$ cat src/rtl/core/stoi_pkg.sv
// Package for the string-to-integer parser: parse phase codes, character
// codes, the parse control struct and the digit/whitespace decoders.
// No dependencies.
`default_nettype none

package stoi_pkg;

   localparam int PHASE_BITS = 3;
   localparam int BASE_BITS  = 6;
   localparam int CHAR_BITS  = 8;
   localparam int DIGIT_BITS = 7;

   // widths of the result fields on the output beat
   localparam int VALUE_BITS   = 32;
   localparam int ENDPOS_BITS  = 16;
   localparam int RSP_DATA_BITS = 56;
   localparam int RSP_PAD_BITS  = RSP_DATA_BITS - VALUE_BITS - ENDPOS_BITS - 1;

   // parse phases
   localparam logic [PHASE_BITS-1:0] PH_SPACE  = 3'd0;
   localparam logic [PHASE_BITS-1:0] PH_START  = 3'd1;
   localparam logic [PHASE_BITS-1:0] PH_ZERO   = 3'd2;
   localparam logic [PHASE_BITS-1:0] PH_XSEEN  = 3'd3;
   localparam logic [PHASE_BITS-1:0] PH_DONE   = 3'd4;
   localparam logic [PHASE_BITS-1:0] PH_DIGITS = 3'd5;

   // register indexes on the csr port
   localparam logic CSR_BASE   = 1'b0;
   localparam logic CSR_SIGNED = 1'b1;

   localparam logic [BASE_BITS-1:0] BASE_AUTO = 6'd0;
   localparam logic [BASE_BITS-1:0] BASE_ONE  = 6'd1;
   localparam logic [BASE_BITS-1:0] BASE_OCT  = 6'd8;
   localparam logic [BASE_BITS-1:0] BASE_DEC  = 6'd10;
   localparam logic [BASE_BITS-1:0] BASE_HEX  = 6'd16;
   localparam logic [BASE_BITS-1:0] BASE_MAX  = 6'd36;

   localparam logic [CHAR_BITS-1:0] CH_NUL   = 8'h00;
   localparam logic [CHAR_BITS-1:0] CH_TAB   = 8'h09;
   localparam logic [CHAR_BITS-1:0] CH_CR    = 8'h0D;
   localparam logic [CHAR_BITS-1:0] CH_SP    = 8'h20;
   localparam logic [CHAR_BITS-1:0] CH_PLUS  = 8'h2B;
   localparam logic [CHAR_BITS-1:0] CH_MINUS = 8'h2D;
   localparam logic [CHAR_BITS-1:0] CH_ZERO  = 8'h30;
   localparam logic [CHAR_BITS-1:0] CH_NINE  = 8'h39;
   localparam logic [CHAR_BITS-1:0] CH_UA    = 8'h41;
   localparam logic [CHAR_BITS-1:0] CH_UX    = 8'h58;
   localparam logic [CHAR_BITS-1:0] CH_UZ    = 8'h5A;
   localparam logic [CHAR_BITS-1:0] CH_LA    = 8'h61;
   localparam logic [CHAR_BITS-1:0] CH_LX    = 8'h78;
   localparam logic [CHAR_BITS-1:0] CH_LZ    = 8'h7A;

   localparam logic [DIGIT_BITS-1:0] NO_DIGIT = 7'd99;
   localparam logic [DIGIT_BITS-1:0] ALPHA_OFFSET = 7'd10;

   typedef struct packed {
      logic [PHASE_BITS-1:0] phase;
      logic [BASE_BITS-1:0]  base;
      logic                  negative;
      logic                  overflow;
   } ctrl_type;

   function automatic logic [DIGIT_BITS-1:0] digit_value(input logic [CHAR_BITS-1:0] c);
      logic [DIGIT_BITS-1:0] v;
      if (c >= CH_ZERO && c <= CH_NINE) begin
         v = DIGIT_BITS'(c - CH_ZERO);
      end else if (c >= CH_LA && c <= CH_LZ) begin
         v = DIGIT_BITS'(c - CH_LA) + ALPHA_OFFSET;
      end else if (c >= CH_UA && c <= CH_UZ) begin
         v = DIGIT_BITS'(c - CH_UA) + ALPHA_OFFSET;
      end else begin
         v = NO_DIGIT;
      end
      return v;
   endfunction

   function automatic logic is_space(input logic [CHAR_BITS-1:0] c);
      return (c == CH_SP) || (c >= CH_TAB && c <= CH_CR);
   endfunction

endpackage

`default_nettype wire

$ cat src/rtl/core/stoi_step.sv
// Next parse state for one non-terminator character: whitespace and sign,
// base prefix handling, and the accumulator multiply-add with carry check.
// Depends on stoi_pkg.
`default_nettype none

module stoi_step #(
   parameter int WORD_BITS = 32,
   parameter int POS_BITS  = 16,
   parameter logic [POS_BITS-1:0] POS_LIMIT = '1
) (
   input  wire logic [stoi_pkg::CHAR_BITS-1:0] char_code,
   input  wire logic [stoi_pkg::BASE_BITS-1:0] base_setting,
   input  wire stoi_pkg::ctrl_type             ctrl_cur,
   input  wire logic [WORD_BITS-1:0]           acc_cur,
   input  wire logic [POS_BITS-1:0]            pos_cur,
   input  wire logic [POS_BITS-1:0]            dend_cur,
   output stoi_pkg::ctrl_type                  ctrl_nxt,
   output logic [WORD_BITS-1:0]                acc_nxt,
   output logic [POS_BITS-1:0]                 pos_nxt,
   output logic [POS_BITS-1:0]                 dend_nxt
);

   localparam int PROD_BITS = WORD_BITS + stoi_pkg::BASE_BITS;

   logic [stoi_pkg::BASE_BITS-1:0]  setting_base;
   logic [stoi_pkg::BASE_BITS-1:0]  digit_base;
   logic [stoi_pkg::DIGIT_BITS-1:0] dval;
   logic [PROD_BITS-1:0]            prod;
   logic                            start;
   logic                            take;
   logic                            mark;

   assign dval = stoi_pkg::digit_value(char_code);

   always_comb begin
      setting_base = base_setting;
      if (base_setting == stoi_pkg::BASE_ONE || base_setting > stoi_pkg::BASE_MAX) begin
         setting_base = stoi_pkg::BASE_MAX;
      end

      ctrl_nxt   = ctrl_cur;
      acc_nxt    = acc_cur;
      dend_nxt   = dend_cur;
      start      = 1'b0;
      take       = 1'b0;
      mark       = 1'b0;
      digit_base = stoi_pkg::BASE_MAX;
      prod       = '0;

      case (ctrl_cur.phase)
         stoi_pkg::PH_SPACE: begin
            if (stoi_pkg::is_space(char_code)) begin
               ctrl_nxt.phase = stoi_pkg::PH_SPACE;
            end else if (char_code == stoi_pkg::CH_PLUS || char_code == stoi_pkg::CH_MINUS) begin
               ctrl_nxt.negative = (char_code == stoi_pkg::CH_MINUS);
               ctrl_nxt.phase    = stoi_pkg::PH_START;
            end else begin
               start = 1'b1;
            end
         end
         stoi_pkg::PH_START: begin
            start = 1'b1;
         end
         stoi_pkg::PH_ZERO: begin
            if (char_code == stoi_pkg::CH_LX || char_code == stoi_pkg::CH_UX) begin
               ctrl_nxt.phase = stoi_pkg::PH_XSEEN;
            end else begin
               ctrl_nxt.base  = (ctrl_cur.base == stoi_pkg::BASE_AUTO) ?
                                stoi_pkg::BASE_OCT : stoi_pkg::BASE_HEX;
               ctrl_nxt.phase = stoi_pkg::PH_DIGITS;
               take           = 1'b1;
            end
         end
         stoi_pkg::PH_XSEEN: begin
            if (dval < stoi_pkg::DIGIT_BITS'(stoi_pkg::BASE_HEX)) begin
               ctrl_nxt.base  = stoi_pkg::BASE_HEX;
               ctrl_nxt.phase = stoi_pkg::PH_DIGITS;
               take           = 1'b1;
            end else begin
               // "0x" with no hex digit after it: only the zero counts
               ctrl_nxt.base  = (ctrl_cur.base == stoi_pkg::BASE_AUTO) ?
                                stoi_pkg::BASE_OCT : stoi_pkg::BASE_HEX;
               ctrl_nxt.phase = stoi_pkg::PH_DONE;
            end
         end
         stoi_pkg::PH_DIGITS: begin
            take = 1'b1;
         end
         default: begin
            ctrl_nxt.phase = stoi_pkg::PH_DONE;
         end
      endcase

      if (start) begin
         if (char_code == stoi_pkg::CH_ZERO &&
             (setting_base == stoi_pkg::BASE_AUTO || setting_base == stoi_pkg::BASE_HEX)) begin
            ctrl_nxt.base  = setting_base;
            acc_nxt        = '0;
            mark           = 1'b1;
            ctrl_nxt.phase = stoi_pkg::PH_ZERO;
         end else begin
            ctrl_nxt.base  = (setting_base == stoi_pkg::BASE_AUTO) ?
                             stoi_pkg::BASE_DEC : setting_base;
            ctrl_nxt.phase = stoi_pkg::PH_DIGITS;
            take           = 1'b1;
         end
      end

      if (take) begin
         digit_base = ctrl_nxt.base;
         if (ctrl_nxt.base < 6'd2 || ctrl_nxt.base > stoi_pkg::BASE_MAX) begin
            digit_base = stoi_pkg::BASE_MAX;
         end
         if (dval >= stoi_pkg::DIGIT_BITS'(digit_base)) begin
            ctrl_nxt.phase = stoi_pkg::PH_DONE;
         end else begin
            // acc * base + digit; any bit above the word means overflow
            prod = PROD_BITS'(acc_cur) * PROD_BITS'(digit_base) + PROD_BITS'(dval);
            if (!ctrl_cur.overflow) begin
               if (prod[PROD_BITS-1:WORD_BITS] != '0) begin
                  ctrl_nxt.overflow = 1'b1;
               end else begin
                  acc_nxt = prod[WORD_BITS-1:0];
               end
            end
            mark = 1'b1;
         end
      end

      if (mark) begin
         dend_nxt = (pos_cur == POS_LIMIT) ? POS_LIMIT : pos_cur + POS_BITS'(1);
      end

      pos_nxt = (pos_cur < POS_LIMIT) ? pos_cur + POS_BITS'(1) : pos_cur;
   end

endmodule

`default_nettype wire

$ cat src/rtl/core/string_to_integer_parser_unit.sv
// String-to-integer parser (strtol / strtoul rules), top level.
// Depends on stoi_pkg and stoi_step.
//
// One character enters per beat on req_, a zero byte ends the string and
// yields one result beat on rsp_ carrying value, end position and range
// error; other characters yield nothing. The unit sustains one character per
// clock unless a terminator waits on a stalled result: each beat is first held
// in the input register, then the parse state and result registers update. The
// single multiply-add of the accumulator by the base sets the cycle time. A
// stalled result holds back only a terminator, but the characters behind it
// wait in turn. Write the csr registers only while idle.
`default_nettype none

module string_to_integer_parser_unit #(
   parameter int                WORD_BITS      = 32,
   parameter longint unsigned   POSITION_LIMIT = 65535
) (
   input  wire logic                                clock,
   input  wire logic                                reset,
   // config write port
   input  wire logic                                csr_we,
   input  wire logic                                csr_index,
   input  wire logic [stoi_pkg::BASE_BITS-1:0]      csr_wdata,
   // input beat
   input  wire logic                                req_tvalid,
   output logic                                     req_tready,
   input  wire logic [stoi_pkg::CHAR_BITS-1:0]      req_tdata,   // [7:0] char_code
   // result beat
   output logic                                     rsp_tvalid,
   input  wire logic                                rsp_tready,
   output logic [stoi_pkg::RSP_DATA_BITS-1:0]       rsp_tdata    // [31:0] value,
                                                                 // [47:32] end_position,
                                                                 // [48] range_error
);

   localparam int POS_BITS = $clog2(POSITION_LIMIT + 64'd1);
   localparam logic [POS_BITS-1:0] POS_LIMIT = POS_BITS'(POSITION_LIMIT);

   logic [stoi_pkg::BASE_BITS-1:0] base_ff, base_in;
   logic                           signed_ff, signed_in;

   logic                           in_valid_ff, in_valid_in;
   logic [stoi_pkg::CHAR_BITS-1:0] in_char_ff, in_char_in;

   stoi_pkg::ctrl_type             ctrl_ff, ctrl_in, ctrl_step;
   logic [WORD_BITS-1:0]           acc_ff, acc_in, acc_step;
   logic [POS_BITS-1:0]            pos_ff, pos_in, pos_step;
   logic [POS_BITS-1:0]            dend_ff, dend_in, dend_step;

   logic                               rsp_valid_ff, rsp_valid_in;
   logic [stoi_pkg::RSP_DATA_BITS-1:0] rsp_data_ff, rsp_data_in;

   logic                 is_term;
   logic                 fire;
   logic [WORD_BITS-1:0] smax;
   logic [WORD_BITS-1:0] smin;
   logic [WORD_BITS-1:0] neg_acc;
   logic [WORD_BITS-1:0] result;
   logic                 range_err;

   stoi_step #(
      .WORD_BITS (WORD_BITS),
      .POS_BITS  (POS_BITS),
      .POS_LIMIT (POS_LIMIT)
   ) u_step (
      .char_code    (in_char_ff),
      .base_setting (base_ff),
      .ctrl_cur     (ctrl_ff),
      .acc_cur      (acc_ff),
      .pos_cur      (pos_ff),
      .dend_cur     (dend_ff),
      .ctrl_nxt     (ctrl_step),
      .acc_nxt      (acc_step),
      .pos_nxt      (pos_step),
      .dend_nxt     (dend_step)
   );

   assign is_term = (in_char_ff == stoi_pkg::CH_NUL);
   // only a terminator needs room in the result register
   assign fire       = in_valid_ff && (!is_term || !rsp_valid_ff || rsp_tready);
   assign req_tready = !in_valid_ff || fire;
   assign rsp_tvalid = rsp_valid_ff;
   assign rsp_tdata  = rsp_data_ff;

   // final value with strtol / strtoul saturation
   always_comb begin
      smax      = {1'b0, {(WORD_BITS-1){1'b1}}};
      smin      = {1'b1, {(WORD_BITS-1){1'b0}}};
      neg_acc   = ~acc_ff + WORD_BITS'(1);
      range_err = 1'b0;
      result    = acc_ff;
      if (signed_ff) begin
         if (ctrl_ff.overflow) begin
            range_err = 1'b1;
            result    = ctrl_ff.negative ? smin : smax;
         end else if (ctrl_ff.negative) begin
            if (acc_ff > smin) begin
               range_err = 1'b1;
               result    = smin;
            end else begin
               result = neg_acc;
            end
         end else if (acc_ff > smax) begin
            range_err = 1'b1;
            result    = smax;
         end
      end else begin
         if (ctrl_ff.overflow) begin
            range_err = 1'b1;
            result    = '1;
         end else if (ctrl_ff.negative) begin
            result = neg_acc;
         end
      end
   end

   always_comb begin
      base_in   = base_ff;
      signed_in = signed_ff;
      if (csr_we) begin
         case (csr_index)
            stoi_pkg::CSR_BASE:   base_in   = csr_wdata;
            stoi_pkg::CSR_SIGNED: signed_in = csr_wdata[0];
            default:              base_in   = base_ff;
         endcase
      end

      in_valid_in = in_valid_ff;
      in_char_in  = in_char_ff;
      if (req_tready) begin
         in_valid_in = req_tvalid;
         in_char_in  = req_tdata;
      end

      ctrl_in      = ctrl_ff;
      acc_in       = acc_ff;
      pos_in       = pos_ff;
      dend_in      = dend_ff;
      rsp_valid_in = rsp_valid_ff && !rsp_tready;
      rsp_data_in  = rsp_data_ff;
      if (fire) begin
         if (is_term) begin
            ctrl_in.phase    = stoi_pkg::PH_SPACE;
            ctrl_in.base     = stoi_pkg::BASE_AUTO;
            ctrl_in.negative = 1'b0;
            ctrl_in.overflow = 1'b0;
            acc_in           = '0;
            pos_in           = '0;
            dend_in          = '0;
            rsp_valid_in     = 1'b1;
            rsp_data_in      = {{stoi_pkg::RSP_PAD_BITS{1'b0}}, range_err,
                                stoi_pkg::ENDPOS_BITS'(dend_ff),
                                stoi_pkg::VALUE_BITS'(result)};
         end else begin
            ctrl_in = ctrl_step;
            acc_in  = acc_step;
            pos_in  = pos_step;
            dend_in = dend_step;
         end
      end
   end

   always_ff @(posedge clock) begin
      if (reset) begin
         base_ff          <= stoi_pkg::BASE_DEC;
         signed_ff        <= 1'b1;
         in_valid_ff      <= 1'b0;
         ctrl_ff.phase    <= stoi_pkg::PH_SPACE;
         ctrl_ff.base     <= stoi_pkg::BASE_AUTO;
         ctrl_ff.negative <= 1'b0;
         ctrl_ff.overflow <= 1'b0;
         acc_ff           <= '0;
         pos_ff           <= '0;
         dend_ff          <= '0;
         rsp_valid_ff     <= 1'b0;
      end else begin
         base_ff      <= base_in;
         signed_ff    <= signed_in;
         in_valid_ff  <= in_valid_in;
         ctrl_ff      <= ctrl_in;
         acc_ff       <= acc_in;
         pos_ff       <= pos_in;
         dend_ff      <= dend_in;
         rsp_valid_ff <= rsp_valid_in;
      end
   end

   always_ff @(posedge clock) begin
      in_char_ff  <= in_char_in;
      rsp_data_ff <= rsp_data_in;
   end

endmodule

`default_nettype wire

$ cat config.mk
export PLATFORM = sky130hd
export DESIGN_NAME = string_to_integer_parser_unit
export DESIGN_NICKNAME = d
export VERILOG_FILES = /design/src/rtl/core/stoi_pkg.sv /design/src/rtl/core/stoi_step.sv /design/src/rtl/core/string_to_integer_parser_unit.sv
export SDC_FILE = /design/constraint.sdc
export NUM_CORES = 1
export LEC_CHECK = 0
export ABC_CLOCK_PERIOD_IN_PS = 11900
export BUFFER_PORTS_ARGS = -buffer_cell sky130_fd_sc_hd__buf_2
export CAP_MARGIN = 30
export CELL_PAD_IN_SITES_DETAIL_PLACEMENT = 0
export CELL_PAD_IN_SITES_GLOBAL_PLACEMENT = 2
export CORE_ASPECT_RATIO = 0.9
export CORE_MARGIN = 2
export CORE_UTILIZATION = 40
export CTS_CLUSTER_SIZE = 10
export DETAILED_ROUTE_END_ITERATION = 8
export GPL_TIMING_DRIVEN = 0
export PLACE_DENSITY = 0.8
export SETUP_SLACK_MARGIN = 0.15
export SLEW_MARGIN = 20
export SYNTH_ARGS = -nofsm -noshare
export SYNTH_HDL_FRONTEND = slang
export SYNTH_HIERARCHICAL = 1
export SYNTH_SLANG_ARGS = --single-unit
$ cat constraint.sdc
create_clock -name clock -period 11.9 [get_ports clock]
set_clock_uncertainty 0.2 [all_clocks]
set_input_delay 0.595 -clock clock [delete_from_list [all_inputs] [get_ports clock]]
set_output_delay 0.595 -clock clock [all_outputs]
set_load 0.005 [all_outputs]
## Word level (Yosys, flattened, before mapping)

Cells that the tools add are included.

| storage, ports and cells | value |
|---|---|
| memories | 0 |
| memory bits (writable) | 0 |
| latch bits | 0 |
| word-level logic and storage cells | 160 |
| ROM bits | 0 |
| output and inout port bits | 58 |
| register bits after elaboration | 141 |

| cells by class | value |
|---|---|
| mux-type cells | 67 |
| divide/modulo/power cells | 0 |
| bitwise logic cells | 2 |
| magnitude comparators | 16 |
| shifts and indexed selects | 0 |
| multiply operators | 1 |
| $add $sub $neg | 8 |
| reduce and logical (&&, ||, !) cells | 38 |
| equal/unequal tests | 15 |

Operators by type and width:

| operator | number |
|---|---|
| $mux W32 | 15 |
| $mux W16 | 5 |
| $add A38 B7 Y38 | 1 |
| $mul A32 B6 Y38 | 1 |
| $add A32 B1 Y32 const B | 1 |
| $eq A8 B6 Y1 const B | 4 |
| $gt A32 B31 Y1 const B | 1 |
| $gt A32 B32 Y1 const B | 1 |
| $not A32 Y32 | 1 |
| $mux W6 | 5 |
| $mux W7 | 4 |
| $mux W1 | 25 |
| $mux W9 | 2 |
| $add A16 B1 Y16 const B | 1 |
| $eq A16 B16 Y1 const B | 1 |
| $eq A8 B7 Y1 const B | 2 |
| $ge A8 B7 Y1 const B | 2 |
| $le A8 B7 Y1 const B | 2 |
| $lt A16 B16 Y1 const B | 1 |
| $mux W3 | 5 |
| $add A7 B4 Y7 const B | 2 |
| $sub A7 B7 Y7 const B | 2 |
| $gt A6 B6 Y1 const B | 2 |
| $logic_not A6 Y1 | 2 |
| other kinds (32) | 59 |

## Depth between registers and ports, before layout

Gate-level depths: netlist of the first run.

| depth | value |
|---|---|
| depth in word-level cells | 21 |
| gate-level depth with buffers | 34 |
| depth with buffers taken out | 32 |

## By module

The synthesis of the first run kept the hierarchy.

By module, submodules not included:

| module | cells each | times used | sequential area each (um^2) | area an instance (um^2) |
|---|---|---|---|---|
| stoi_step | 1111 | 1 | 0.0 | 9093.7 |
| string_to_integer_parser_unit | 612 | 1 | 3393.3 | 6147.1 |

## Worst setup path after synthesis of the first run

OpenSTA, ideal clock, no wires.

| timing path | value |
|---|---|
| path type | register to register |
| start point | reg in_char_ff[1] (netlist name) |
| end point | reg acc_ff[23] |
| clock period less this slack | 8.430 ns |
| slack | 3.470 ns |
| setup time | 0.128 ns |
| arrival time | 8.103 ns |
| data required time | 11.572 ns |
| cell stages (with the launch flop) | 33 |
| cell sequence | edfxtp_1 > inv_1 > ha_1 > or4b_4 > a31oi_2 > or2_2 > nor2_1 > a311oi_2 > o21ai_1 > a211o_1 > o31a_1 > buf_2 > nand2b_1 > fa_1 > fa_1 > inv_1 > fa_1 > inv_1 > fa_1 > inv_1 > ha_1 > o211ai_1 > o211ai_1 > a32oi_1 > a31o_2 > nor3_1 > a31oi_1 > or4bb_1 > nor4_4 > buf_6 > mux2i_1 > a22oi_1 > nor2_1 |

| on the way | value |
|---|---|
| cells in the longest elaborated chain, start to end | 21 |

RTL lines:

| item | line | RTL |
|---|---|---|
| from (decl) | string_to_integer_parser_unit.sv:43 | `logic [stoi_pkg::CHAR_BITS-1:0] in_char_ff, in_char_in;` |
| from (signal assigned) | string_to_integer_parser_unit.sv:189 | `in_char_ff <= in_char_in;` |
| $sub A7 B7 Y7, or another cell as far along | stoi_pkg.sv:70 | `v = DIGIT_BITS'(c - CH_UA) + ALPHA_OFFSET;` |
| $add A7 B4 Y7 / $logic_and A1 B1 Y1 (equally long branches) | stoi_pkg.sv:70, stoi_pkg.sv:69 |  |
| $mux W7 | stoi_pkg.sv:69 | `end else if (c >= CH_UA && c <= CH_UZ) begin` |
| $mux W7 | stoi_pkg.sv:67 | `end else if (c >= CH_LA && c <= CH_LZ) begin` |
| $mux W7 | stoi_pkg.sv:65 | `if (c >= CH_ZERO && c <= CH_NINE) begin` |
| $lt A7 B5 Y1 | stoi_step.sv:75 | `if (dval < stoi_pkg::DIGIT_BITS'(stoi_pkg::BASE_HEX)) begin` |
| $mux W7 | stoi_step.sv:75 |  |
| $pmux W6 S2 | stoi_step.sv:50 | `case (ctrl_cur.phase)` |
| [6 not listed] | n/a |  |
| $add A38 B7 Y38 | stoi_step.sv:118 | `prod = PROD_BITS'(acc_cur) * PROD_BITS'(digit_base) + PROD_BITS'(dval);` |
| $reduce_bool A6 Y1 | stoi_step.sv:120 | `if (prod[PROD_BITS-1:WORD_BITS] != '0) begin` |
| $mux W32 | stoi_step.sv:120 |  |
| $mux W32 | stoi_step.sv:119 | `if (!ctrl_cur.overflow) begin` |
| $mux W32 | stoi_step.sv:114 | `if (dval >= stoi_pkg::DIGIT_BITS'(digit_base)) begin` |
| $mux W32 (*) | stoi_step.sv:109 | `if (take) begin` |
| net acc_step[23] | string_to_integer_parser_unit.sv:46 | `logic [WORD_BITS-1:0] acc_ff, acc_in, acc_step;` |
| $mux W32 (*) | string_to_integer_parser_unit.sv:142 | `if (is_term) begin` |
| to (signal assigned) | string_to_integer_parser_unit.sv:181 | `acc_ff <= acc_in;` |
| to (decl) | string_to_integer_parser_unit.sv:46 |  |

The timed path passes the listed nets; every way through them passes the cells marked *. The select of a mux whose other input is x is not followed.
A chain may end at the register's enable or synchronous reset.

## Final worst setup path of the first run

| timing path | value |
|---|---|
| start point | reg in_char_ff[1] (netlist name) |
| end point | reg acc_ff[21] |

Same word-level chain as after synthesis.

==> impl_metrics.env, run 1 <==
export IMPL_initial_core_util=0.408
export IMPL_drtAntennaViolNets=0
export IMPL_clkTransAtPathRegs_ns=0.07
export IMPL_fin_nets=2064
export IMPL_die_y_um=189
export IMPL_drv_cap=0
export IMPL_first_pass_iters=5
export IMPL_dp_cells=2282
export IMPL_viasPerCell=5.72
export IMPL_grt_start_max_net_pins=31
export IMPL_io_buffer_count=69
export IMPL_core_area_um2=37400
export IMPL_p_leak_nw=7.54
export IMPL_endpoint_kind="flip-flop"
export IMPL_antenna_found_initial=0
export IMPL_num_vias=13200
export IMPL_routed_top_layer="met4"
export IMPL_cts_setup_buffers=0
export IMPL_drtIter0Drc=1109
export IMPL_synth_distinct_cells=92
export IMPL_cts_root_buf="clkbuf_16"
export IMPL_cts_tree="done"
export IMPL_report_final_slew_viol_count=0
export IMPL_wl_met2_mm=20.6
export IMPL_die_area_um2=39700
export IMPL_ys_flop_type="dfxtp_1"
export IMPL_r2r_end="acc_ff[21]$_SDFFE_PP0P_"
export IMPL_routedWlPerCell_um=20.5
export IMPL_ys_ff_latch=141
export IMPL_clock_sink_count=141
export IMPL_clk_latency_ns=0.45
export IMPL_r2r_cells=33
export IMPL_h_tree_depth=4
export IMPL_whs_path_depth=1
export IMPL_rr_startpoint="in_char_ff[1]$_DFFE_PP_"
export IMPL_path_max_fanout=10
export IMPL_cts_made_buffers=17
export IMPL_totalWireLength_mm=47.5
export IMPL_tns_ns=0
export IMPL_chipWidth_um=210
export IMPL_wirelength_met1_mm=23.0
export IMPL_whs_endpoint="in_char_ff[4]$_DFFE_PP_"
export IMPL_pwr_density_cell_nw_per_um2=76.6
export IMPL_max_slew_worst_pin_slew_ns=0.980
export IMPL_r2r_slack_ns=1.05
export IMPL_antenna_cells=0
export IMPL_gr_usage_all_layers=0.244
export IMPL_holdBufCountCts=0
export IMPL_synth_edf_count=57
export IMPL_cts_resized=0
export IMPL_fin_ws_ns=1.05
export IMPL_finish_utilization=0.451
export IMPL_cts_max_path_buffers=2
export IMPL_critPathKind="flip-flop to flip-flop"
export IMPL_io_pins=78
export IMPL_path_common_cell="inv_1"
export IMPL_netlist_instances=1723
export IMPL_setup_viol=0
export IMPL_rsz0062_at_grt="no"
export IMPL_drive_gt1_frac=0.109
export IMPL_drc=0
export IMPL_min_path_type="primary input to flip-flop"
export IMPL_yosysSeqAreaShare=0.223
export IMPL_slowest_delay_ns=0.74
export IMPL_dpl_hpwl_mm=37.5
export IMPL_dr_wl_met3_mm=2.87
export IMPL_stdcell_count=2316
export IMPL_grt_pass1_vias=12800
export IMPL_gp_congestion=0.864
export IMPL_fin_crit_ns=10.85
export IMPL_nFillCells=3755
export IMPL_finalCritPeriodShare=0.912
export IMPL_worst_hold_slack_ns=0.133
export IMPL_slowest_stage="nor4_4"
export IMPL_area_growth_pct=10.5
export IMPL_hp_start="req_tdata[4]"
export IMPL_rows=67
export IMPL_cp_arrival_ns=11.03
export IMPL_ir_drop_v=0.0000736
export IMPL_pre_cts_ws_ns=1.18
export IMPL_overflow=0
export IMPL_critPathLaunchType="flip-flop"
export IMPL_worst_endpoint_required_ns=12.08
export IMPL_fmax_mhz=92.1
export IMPL_final_hold_viol_count=0
export IMPL_synthArstFlopShare=0
export IMPL_grt_first_pass_wirelength_mm=75.1
export IMPL_syn_avg_cell_area_um2=8.85
export IMPL_synthesis_area_um2=15200
export IMPL_max_slew_margin=0.343
export IMPL_status="complete, no violations"
export IMPL_yosysWarnings=6
[synth_stat cells, drive strengths merged, types with 5 or more instances]
cell,instances,area (um^2)
a211oi,7,52.6
a21boi,8,63.8
a21o,16,121
a21oi,99,522
a22oi,84,631
a311oi,7,73.8
a31oi,22,144
and2,61,382
and3,67,419
buf,37,247
clkbuf,77,292
dfxtp,84,1680
edfxtp,57,1710
fa,125,2500
ha,99,1240
inv,88,330
mux2,16,180
mux2i,43,430
nand2,147,552
nand2b,16,100
nand3,30,150
nand4,14,87.6
nor2,146,548
nor2b,42,263
nor3,29,145
nor3b,30,270
nor4,15,115
o2111ai,5,43.8
o211ai,9,67.6
o21a,6,45.0
o21ai,60,308
o21bai,10,75.1
o221ai,9,97.6
o31ai,7,71.3
or2,10,62.6
or3,11,68.8
or4,14,113
xnor2,30,263
xor2,40,350
[logic make-up after synthesis]
| group | count (synthesis) | share of synthesized area |
|---|---|---|
| AND/OR/NAND/NOR | 645 | 0.223 |
| AO/OA/AOI/OAI | 381 | 0.171 |
| adder cells (fa/ha/maj) | 224 | 0.245 |
| buffers and inverters | 202 | 0.0570 |
| flip-flops | 141 | 0.223 |
| XOR/XNOR | 70 | 0.0402 |
| multiplexers | 59 | 0.0401 |
| other | 1 | 0.000246 |
[worst max-delay path by stage]
stage                       startpoint                 endpoint  slack [ns]
2_1_floorplan  in_char_ff[1]$_DFFE_PP_  acc_ff[23]$_SDFFE_PP0P_        3.47
3_5_place_dp   in_char_ff[1]$_DFFE_PP_  acc_ff[21]$_SDFFE_PP0P_        1.18
5_1_grt        in_char_ff[1]$_DFFE_PP_  acc_ff[21]$_SDFFE_PP0P_        0.68
4_1_cts        in_char_ff[1]$_DFFE_PP_  acc_ff[21]$_SDFFE_PP0P_        1.08
6_report       in_char_ff[1]$_DFFE_PP_  acc_ff[21]$_SDFFE_PP0P_        1.05
3_3_place_gp   in_char_ff[1]$_DFFE_PP_  acc_ff[21]$_SDFFE_PP0P_        1.07
[critical path: cells and delay by family (launching register included)]
family | cells | cell delay, ns
mux | 2 | 0.91
simple gates | 9 | 2.94
compound gates | 9 | 2.62
fa+ha+maj | 6 | 2.37
buf+inv | 7 | 1.18
flops | 1 | 0.54
[layout make-up]
class	count	area, um^2	area share
tap	483	604	0.0359
inverter	88	330	0.0196
sequential	141	3390	0.201
clock buffer	18	439	0.0261
clock inverter	14	154	0.00914
buffer	114	538	0.0319
timing repair buffer	72	375	0.0223
multi-input combinational	1386	11000	0.654
[cells in the final DEF (no fill, tap or decap), types with 57 or more instances in the layout]
master	count
a21oi_1	96
a22oi_1	84
and2_1	60
and3_1	67
buf_2	84
clkbuf_1	75
dfxtp_1	84
edfxtp_1	57
fa_1	125
ha_1	99
inv_1	87
nand2_1	147
nor2_1	145
[layer usage]
layer	track usage	up-vias
li1	-	6305
met1	0.366	6526
met2	0.362	373
met3	0.0430	41
met4	0.0592	0
met5	0	-
[registers in the layout, summed over array words and instances (netlist names), 6 cells and up]
signal,count
acc_ff,32
dend_ff,16
in_char_ff,8
base_ff,6
pos_ff,16
ctrl_ff,11
rsp_tdata,49
[where the power goes]
group,internal (mW),switching [mW]
clock,0.318,0.233
sequential,0.506,0.00826
combinational,0.0691,0.155
total,0.893,0.397
[per-stage QoR]
| step | power (mW) | cell area [um^2] |
|---|---|---|
| 3_3_place_gp | 0.743 | 16200 |
| 4_1_cts | 1.30 | 16800 |
| 6_report | 1.29 | 16800 |
| 3_5_place_dp | 0.744 | 16200 |
| 2_1_floorplan | 0.670 | 15300 |
| 5_1_grt | 1.34 | 16800 |
Power figures use the tool's default switching activity.
==> run 2, diff against run 1 <==
--- a/config.mk
+++ b/config.mk
@@ -16,7 +16,7 @@
 export CTS_CLUSTER_SIZE = 10
 export DETAILED_ROUTE_END_ITERATION = 8
 export GPL_TIMING_DRIVEN = 0
-export PLACE_DENSITY = 0.8
+export PLACE_DENSITY_LB_ADDON = 0.1
 export SETUP_SLACK_MARGIN = 0.15
 export SLEW_MARGIN = 20
 export SYNTH_ARGS = -nofsm -noshare
==> impl_metrics.env, run 2 (synthesis gave the netlist of run 1 again) <==
export IMPL_status="complete, no violations"
export IMPL_totalWireLength_mm=48.2
export IMPL_report_final_slew_viol_count=0
export IMPL_cts_max_path_buffers=2
export IMPL_die_y_um=189
export IMPL_first_pass_iters=5
export IMPL_holdBufCountCts=0
export IMPL_layout_common_cells="147 x nand2_1, 145 x nor2_1, 125 x fa_1"
export IMPL_path_common_cell="inv_1"
export IMPL_chipWidth_um=210
export IMPL_initial_core_util=0.408
export IMPL_nFillCells=3693
export IMPL_drv_cap=0
export IMPL_pwr_density_cell_nw_per_um2=77.4
export IMPL_fin_nets=2063
export IMPL_critPathKind="flip-flop to flip-flop"
export IMPL_num_vias=13200
export IMPL_io_pins=78
export IMPL_cts_tree="done"
export IMPL_stdcell_count=2315
export IMPL_final_common_cell="nand2_1"
export IMPL_multiInputGateArea_um2=11000
export IMPL_cp_arrival_ns=11.06
export IMPL_critPathLaunchType="flip-flop"
export IMPL_path_max_fanout=10
export IMPL_cts_made_buffers=17
export IMPL_drtIter0Drc=1101
export IMPL_fin_crit_ns=10.88
export IMPL_fmax_mhz=91.9
export IMPL_clock_sink_count=141
export IMPL_worst_endpoint_required_ns=12.08
export IMPL_grt_first_pass_wirelength_mm=75.7
export IMPL_cts_setup_buffers=0
export IMPL_area_growth_pct=10.6
export IMPL_dp_cells=2282
export IMPL_largest_reg_flops=49
export IMPL_setup_viol=0
export IMPL_gr_usage_all_layers=0.248
export IMPL_tns_ns=0
export IMPL_antenna_cells=0
export IMPL_pre_cts_ws_ns=1.18
export IMPL_cts_resized=0
export IMPL_finish_utilization=0.451
export IMPL_routedWlPerCell_um=20.8
export IMPL_drtAntennaViolNets=0
export IMPL_drive_gt1_frac=0.109
export IMPL_io_buffer_count=69
export IMPL_final_hold_viol_count=0
export IMPL_core_area_um2=37400
export IMPL_endpoint_kind="flip-flop"
export IMPL_cts_root_buf="clkbuf_16"
export IMPL_h_tree_depth=4
export IMPL_slowest_stage="nor4_4"
export IMPL_clkTransAtPathRegs_ns=0.07
export IMPL_gp_congestion=0.878
export IMPL_grt_start_max_net_pins=31
export IMPL_clk_latency_ns=0.45
export IMPL_p_leak_nw=7.55
export IMPL_rsz0062_at_grt="no"
export IMPL_drc=0
export IMPL_finalCritPeriodShare=0.915
export IMPL_dpl_hpwl_mm=38.1
export IMPL_fin_ws_ns=1.02
export IMPL_viasPerCell=5.72
export IMPL_max_slew_worst_pin_slew_ns=0.996
export IMPL_worst_hold_slack_ns=0.131
export IMPL_rows=67
export IMPL_ff_latch_area_um2=3390
export IMPL_max_slew_margin=0.336
export IMPL_overflow=0
export IMPL_antenna_found_initial=0
export IMPL_slowest_delay_ns=0.68
export IMPL_ir_drop_v=0.000112
export IMPL_die_area_um2=39700
export IMPL_grt_pass1_vias=12700
export IMPL_min_path_type="primary input to flip-flop"
## run 2: final cells by class
cell class	instances	share of cell area
multi-input cells	1386	0.654
flip-flops and latches	141	0.201
well taps	483	0.0359
plain buffers	114	0.0319
clock buffers	19	0.0269
repair buffers	71	0.0220
inverters	88	0.0196
clock inverters	13	0.00883
## run 2: layer usage
layer | part of all wire | GRT usage
met5 | 0 | 0
met1 | 0.49 | 0.364
met4 | 0.023 | 0.0660
met2 | 0.44 | 0.377
met3 | 0.051 | 0.0416
## run 2: path summary, 6_finish.rpt
check / slack (ns) / start / end / depth (start not counted)
setup / recovery: 1.02 / in_char_ff[1]$_DFFE_PP_ / acc_ff[19]$_SDFFE_PP0P_ / 33
hold / removal: 0.13 / req_tdata[5] / in_char_ff[5]$_DFFE_PP_ / 1
setup reg to reg: 1.02 / in_char_ff[1]$_DFFE_PP_ / acc_ff[19]$_SDFFE_PP0P_ / 33
hold reg to reg: 0.26 / dend_ff[9]$_SDFFE_PP0P_ / rsp_tdata[41]$_DFFE_PP_ / 0
## run 2: worst max-delay path, delay by kind of cell, from the launching register on
family,cells,cell delay (ns)
compound gates,9,2.54
flops,1,0.53
mux,2,0.87
fa+ha+maj,6,2.51
simple gates,9,2.93
buf+inv,7,1.21
## run 2: through the flow
| stage | cell area (um^2) | total power [mW] |
|---|---|---|
| floorplan | 15300 | 0.670 |
| global placement | 16200 | 0.745 |
| detailed placement | 16200 | 0.745 |
| CTS | 16800 | 1.31 |
| global route | 16900 | 1.35 |
| finish | 16900 | 1.31 |
## run 2: power by group
group / internal (mW) / switching, mW
logic: 0.0688 / 0.156
registers: 0.506 / 0.00841
clock network: 0.327 / 0.240
total: 0.901 / 0.404
==> run 3, diff against run 2 <==
--- a/config.mk
+++ b/config.mk
@@ -10,10 +10,10 @@
 export CAP_MARGIN = 30
 export CELL_PAD_IN_SITES_DETAIL_PLACEMENT = 0
 export CELL_PAD_IN_SITES_GLOBAL_PLACEMENT = 2
-export CORE_ASPECT_RATIO = 0.9
+export CORE_ASPECT_RATIO = 0.8
 export CORE_MARGIN = 2
-export CORE_UTILIZATION = 40
-export CTS_CLUSTER_SIZE = 10
+export CORE_UTILIZATION = 39
+export CTS_CLUSTER_SIZE = 28
 export DETAILED_ROUTE_END_ITERATION = 8
 export GPL_TIMING_DRIVEN = 0
 export PLACE_DENSITY_LB_ADDON = 0.1
@@ -21,5 +21,4 @@
 export SLEW_MARGIN = 20
 export SYNTH_ARGS = -nofsm -noshare
 export SYNTH_HDL_FRONTEND = slang
-export SYNTH_HIERARCHICAL = 1
 export SYNTH_SLANG_ARGS = --single-unit
==> impl_metrics.env, run 3 <==
export IMPL_antenna_found_initial=1
export IMPL_final_hold_viol_count=0
export IMPL_drc=0
export IMPL_max_slew_margin=0.325
export IMPL_worst_endpoint_required_ns=11.99
export IMPL_p_switching_uw=369
export IMPL_endpoint_kind="flip-flop"
export IMPL_finalCritPeriodShare=0.942
export IMPL_drtAntennaViolNets=0
export IMPL_dpl_hpwl_mm=38.7
export IMPL_chipWidth_um=221
export IMPL_yosysSeqAreaShare=0.232
export IMPL_synth_most_common_cell="nor2_1"
export IMPL_drtIter0Drc=1063
export IMPL_critPathLaunchType="flip-flop"
export IMPL_die_y_um=177
export IMPL_r2r_slack_ns=0.68
export IMPL_r2r_end="acc_ff[22]$_SDFFE_PP0P_"
export IMPL_combPwrFrac=0.141
export IMPL_drive_gt1_frac=0.0804
export IMPL_synth_commonest_cells="153 x nor2_1, 129 x a21oi_1, 125 x fa_1, 125 x nand2_1, 113 x clkbuf_1"
export IMPL_fin_nets=2058
export IMPL_fin_crit_ns=11.22
export IMPL_final_common_cell="nor2_1"
export IMPL_viasPerCell=5.59
export IMPL_io_buffer_count=69
export IMPL_grt_start_max_net_pins=40
export IMPL_die_area_um2=39100
export IMPL_tns_ns=0
export IMPL_power_frac_seq=0.431
export IMPL_synthXorXnorAreaFrac=0.0484
export IMPL_gr_usage_all_layers=0.255
export IMPL_fmax_mhz=89.2
export IMPL_max_slew_worst_pin_slew_ns=1.00
export IMPL_multiInputGateArea_um2=10400
export IMPL_synthAdderAreaFrac=0.254
export IMPL_ir_drop_v=0.0000935
export IMPL_rows=63
export IMPL_grt_first_pass_wirelength_mm=75.4
export IMPL_whs_endpoint="in_char_ff[4]$_DFFE_PP_"
export IMPL_critPathKind="flip-flop to flip-flop"
export IMPL_clk_latency_ns=0.47
export IMPL_status="complete, no violations"
export IMPL_ys_flop_type="dfxtp_1"
export IMPL_cp_arrival_ns=11.31
export IMPL_p_clk_frac=0.428
export IMPL_area_growth_pct=10.8
export IMPL_synth_compound_area_frac=0.175
export IMPL_drv_cap=0
export IMPL_ff_latch_area_um2=3390
export IMPL_clkTransAtPathRegs_ns=0.07
export IMPL_holdBufCountCts=0
export IMPL_syn_avg_cell_area_um2=8.53
export IMPL_clock_sink_count=141
export IMPL_yosysTopAreaCellShare=0.171
export IMPL_synthArstFlopShare=0
export IMPL_largest_reg_flops=49
export IMPL_pwr_density_cell_nw_per_um2=73.9
export IMPL_ys_ff_latch=141
export IMPL_first_pass_iters=7
export IMPL_rsz0062_at_grt="no"
export IMPL_layout_common_cells="153 x nor2_1, 129 x a21oi_1, 125 x nand2_1, 125 x fa_1, 112 x clkbuf_1"
export IMPL_nFillCells=3703
export IMPL_synth_top_family_by_area="adder cells"
export IMPL_core_area_um2=37000
export IMPL_initial_core_util=0.396
export IMPL_min_path_type="primary input to flip-flop"
export IMPL_path_max_fanout=10
export IMPL_p_leak_nw=7.13
export IMPL_rr_startpoint="in_char_ff[4]$_DFFE_PP_"
export IMPL_synth_top_cell_by_area="fa_1"
export IMPL_num_vias=12900
export IMPL_netlist_instances=1718
export IMPL_p_int_uw=831
export IMPL_slowest_stage="clkbuf_1"
export IMPL_whs_path_depth=1
export IMPL_report_final_slew_viol_count=0
export IMPL_cts_made_buffers=17
export IMPL_synth_area_mux_share=0.00828
export IMPL_cts_tree="done"
export IMPL_finish_utilization=0.438
export IMPL_hp_start="req_tdata[4]"
export IMPL_synth_simple_area_share=0.224
export IMPL_synth_area_leaders="fa_1 17%, edfxtp_1 12%, dfxtp_1 11%"
export IMPL_yosysWarnings=0
export IMPL_routedWlPerCell_um=20.8
export IMPL_cts_root_buf="clkbuf_16"
export IMPL_cts_max_path_buffers=2
export IMPL_h_tree_depth=4
export IMPL_r2r_cells=33
export IMPL_io_pins=78
export IMPL_setup_viol=0
export IMPL_p_sw_frac=0.307
export IMPL_synthesis_area_um2=14700
export IMPL_totalWireLength_mm=48.1
export IMPL_synth_distinct_cells=85
export IMPL_gp_congestion=0.881
export IMPL_overflow=0
export IMPL_slowest_delay_ns=0.65
export IMPL_synth_edf_count=57
export IMPL_grt_pass1_vias=12500
## run 3: cell types whose count changed after synthesis, moves of 26 or more
cell      previous run  this run
o22ai_1              3        38
a21oi_1             96       129
clkbuf_1            75       113
a22oi_1             84        19
mux2i_1             43        11
xnor2_1             30        56
## run 3: what timing repair did
action	in CTS	in global routing
buffers inserted	0	0
endpoints found under the hold margin	0	0
setup endpoints to repair	0	17
gates resized for setup	0	5
## run 3: through the flow
step	total power [mW]	instance area, um^2	hold WS, ns	instances	setup WS [ns]
finish	1.20	16200	0.112	2316	0.685
global route	1.25	16200	0.0965	2315	0.173
CTS	1.21	16200	0.0917	2315	0.442
detailed placement	0.695	15700	0.215	2283	0.507
global placement	0.695	15600	0.220	2280	0.224
floorplan	0.632	14700	0.209	1724	3.34
## run 3: how the worst max path moves through the flow
stage / start / end / slack (ns) / cells after the start
final: in_char_ff[4]$_DFFE_PP_ / acc_ff[22]$_SDFFE_PP0P_ / 0.68 / 33
after global routing: in_char_ff[4]$_DFFE_PP_ / acc_ff[22]$_SDFFE_PP0P_ / 0.17 / 33
after CTS: in_char_ff[4]$_DFFE_PP_ / acc_ff[23]$_SDFFE_PP0P_ / 0.44 / 32
after detailed placement: in_char_ff[4]$_DFFE_PP_ / acc_ff[23]$_SDFFE_PP0P_ / 0.51 / 32
after global placement: in_char_ff[4]$_DFFE_PP_ / acc_ff[23]$_SDFFE_PP0P_ / 0.22 / 32
after floorplan: in_char_ff[4]$_DFFE_PP_ / ctrl_ff[0]$_SDFFE_PP0P_ / 3.34 / 31
## run 3: metal layers
metal,global-route usage,share of wire,wire [um]
met3,0.0483,0.064,3100
met2,0.374,0.42,20200
met1,0.389,0.50,24200
met4,0.0492,0.012,560
met5,0,0.00019,9
## run 3: critical path, delay by kind of cell, from the launching register on
family	cells	cell delay [ns]
flops	1	0.47
simple gates	6	1.38
compound gates	9	3.28
buf+inv	10	2.68
fa+ha+maj	6	2.62
xor+xnor	1	0.15
mux	1	0.26
## run 3: power groups by stage
stage | clock (mW) | sequential (mW) | combinational [mW]
CTS | 0.521 | 0.518 | 0.167
detailed placement | 0 | 0.528 | 0.167
floorplan | 0 | 0.526 | 0.107
global route | 0.543 | 0.519 | 0.185
finish | 0.513 | 0.518 | 0.169
global placement | 0 | 0.528 | 0.166
## run 3: kinds of logic after synthesis
logic type | Yosys count
adder cells (fa/ha/maj) | 223
buffers and inverters | 216
flip-flops | 141
multiplexers | 12
AND/OR/NAND/NOR | 639
other | 1
AO/OA/AOI/OAI | 405
XOR/XNOR | 81
## run 3: cell type report
class | instances | share of cell area
multi-input combinational | 1367 | 0.643
clock buffer | 18 | 0.0264
timing repair buffer | 72 | 0.0234
tap | 487 | 0.0375
buffer | 136 | 0.0339
inverter | 80 | 0.0185
antenna | 1 | 0.000154
sequential | 141 | 0.209
clock inverter | 14 | 0.00794
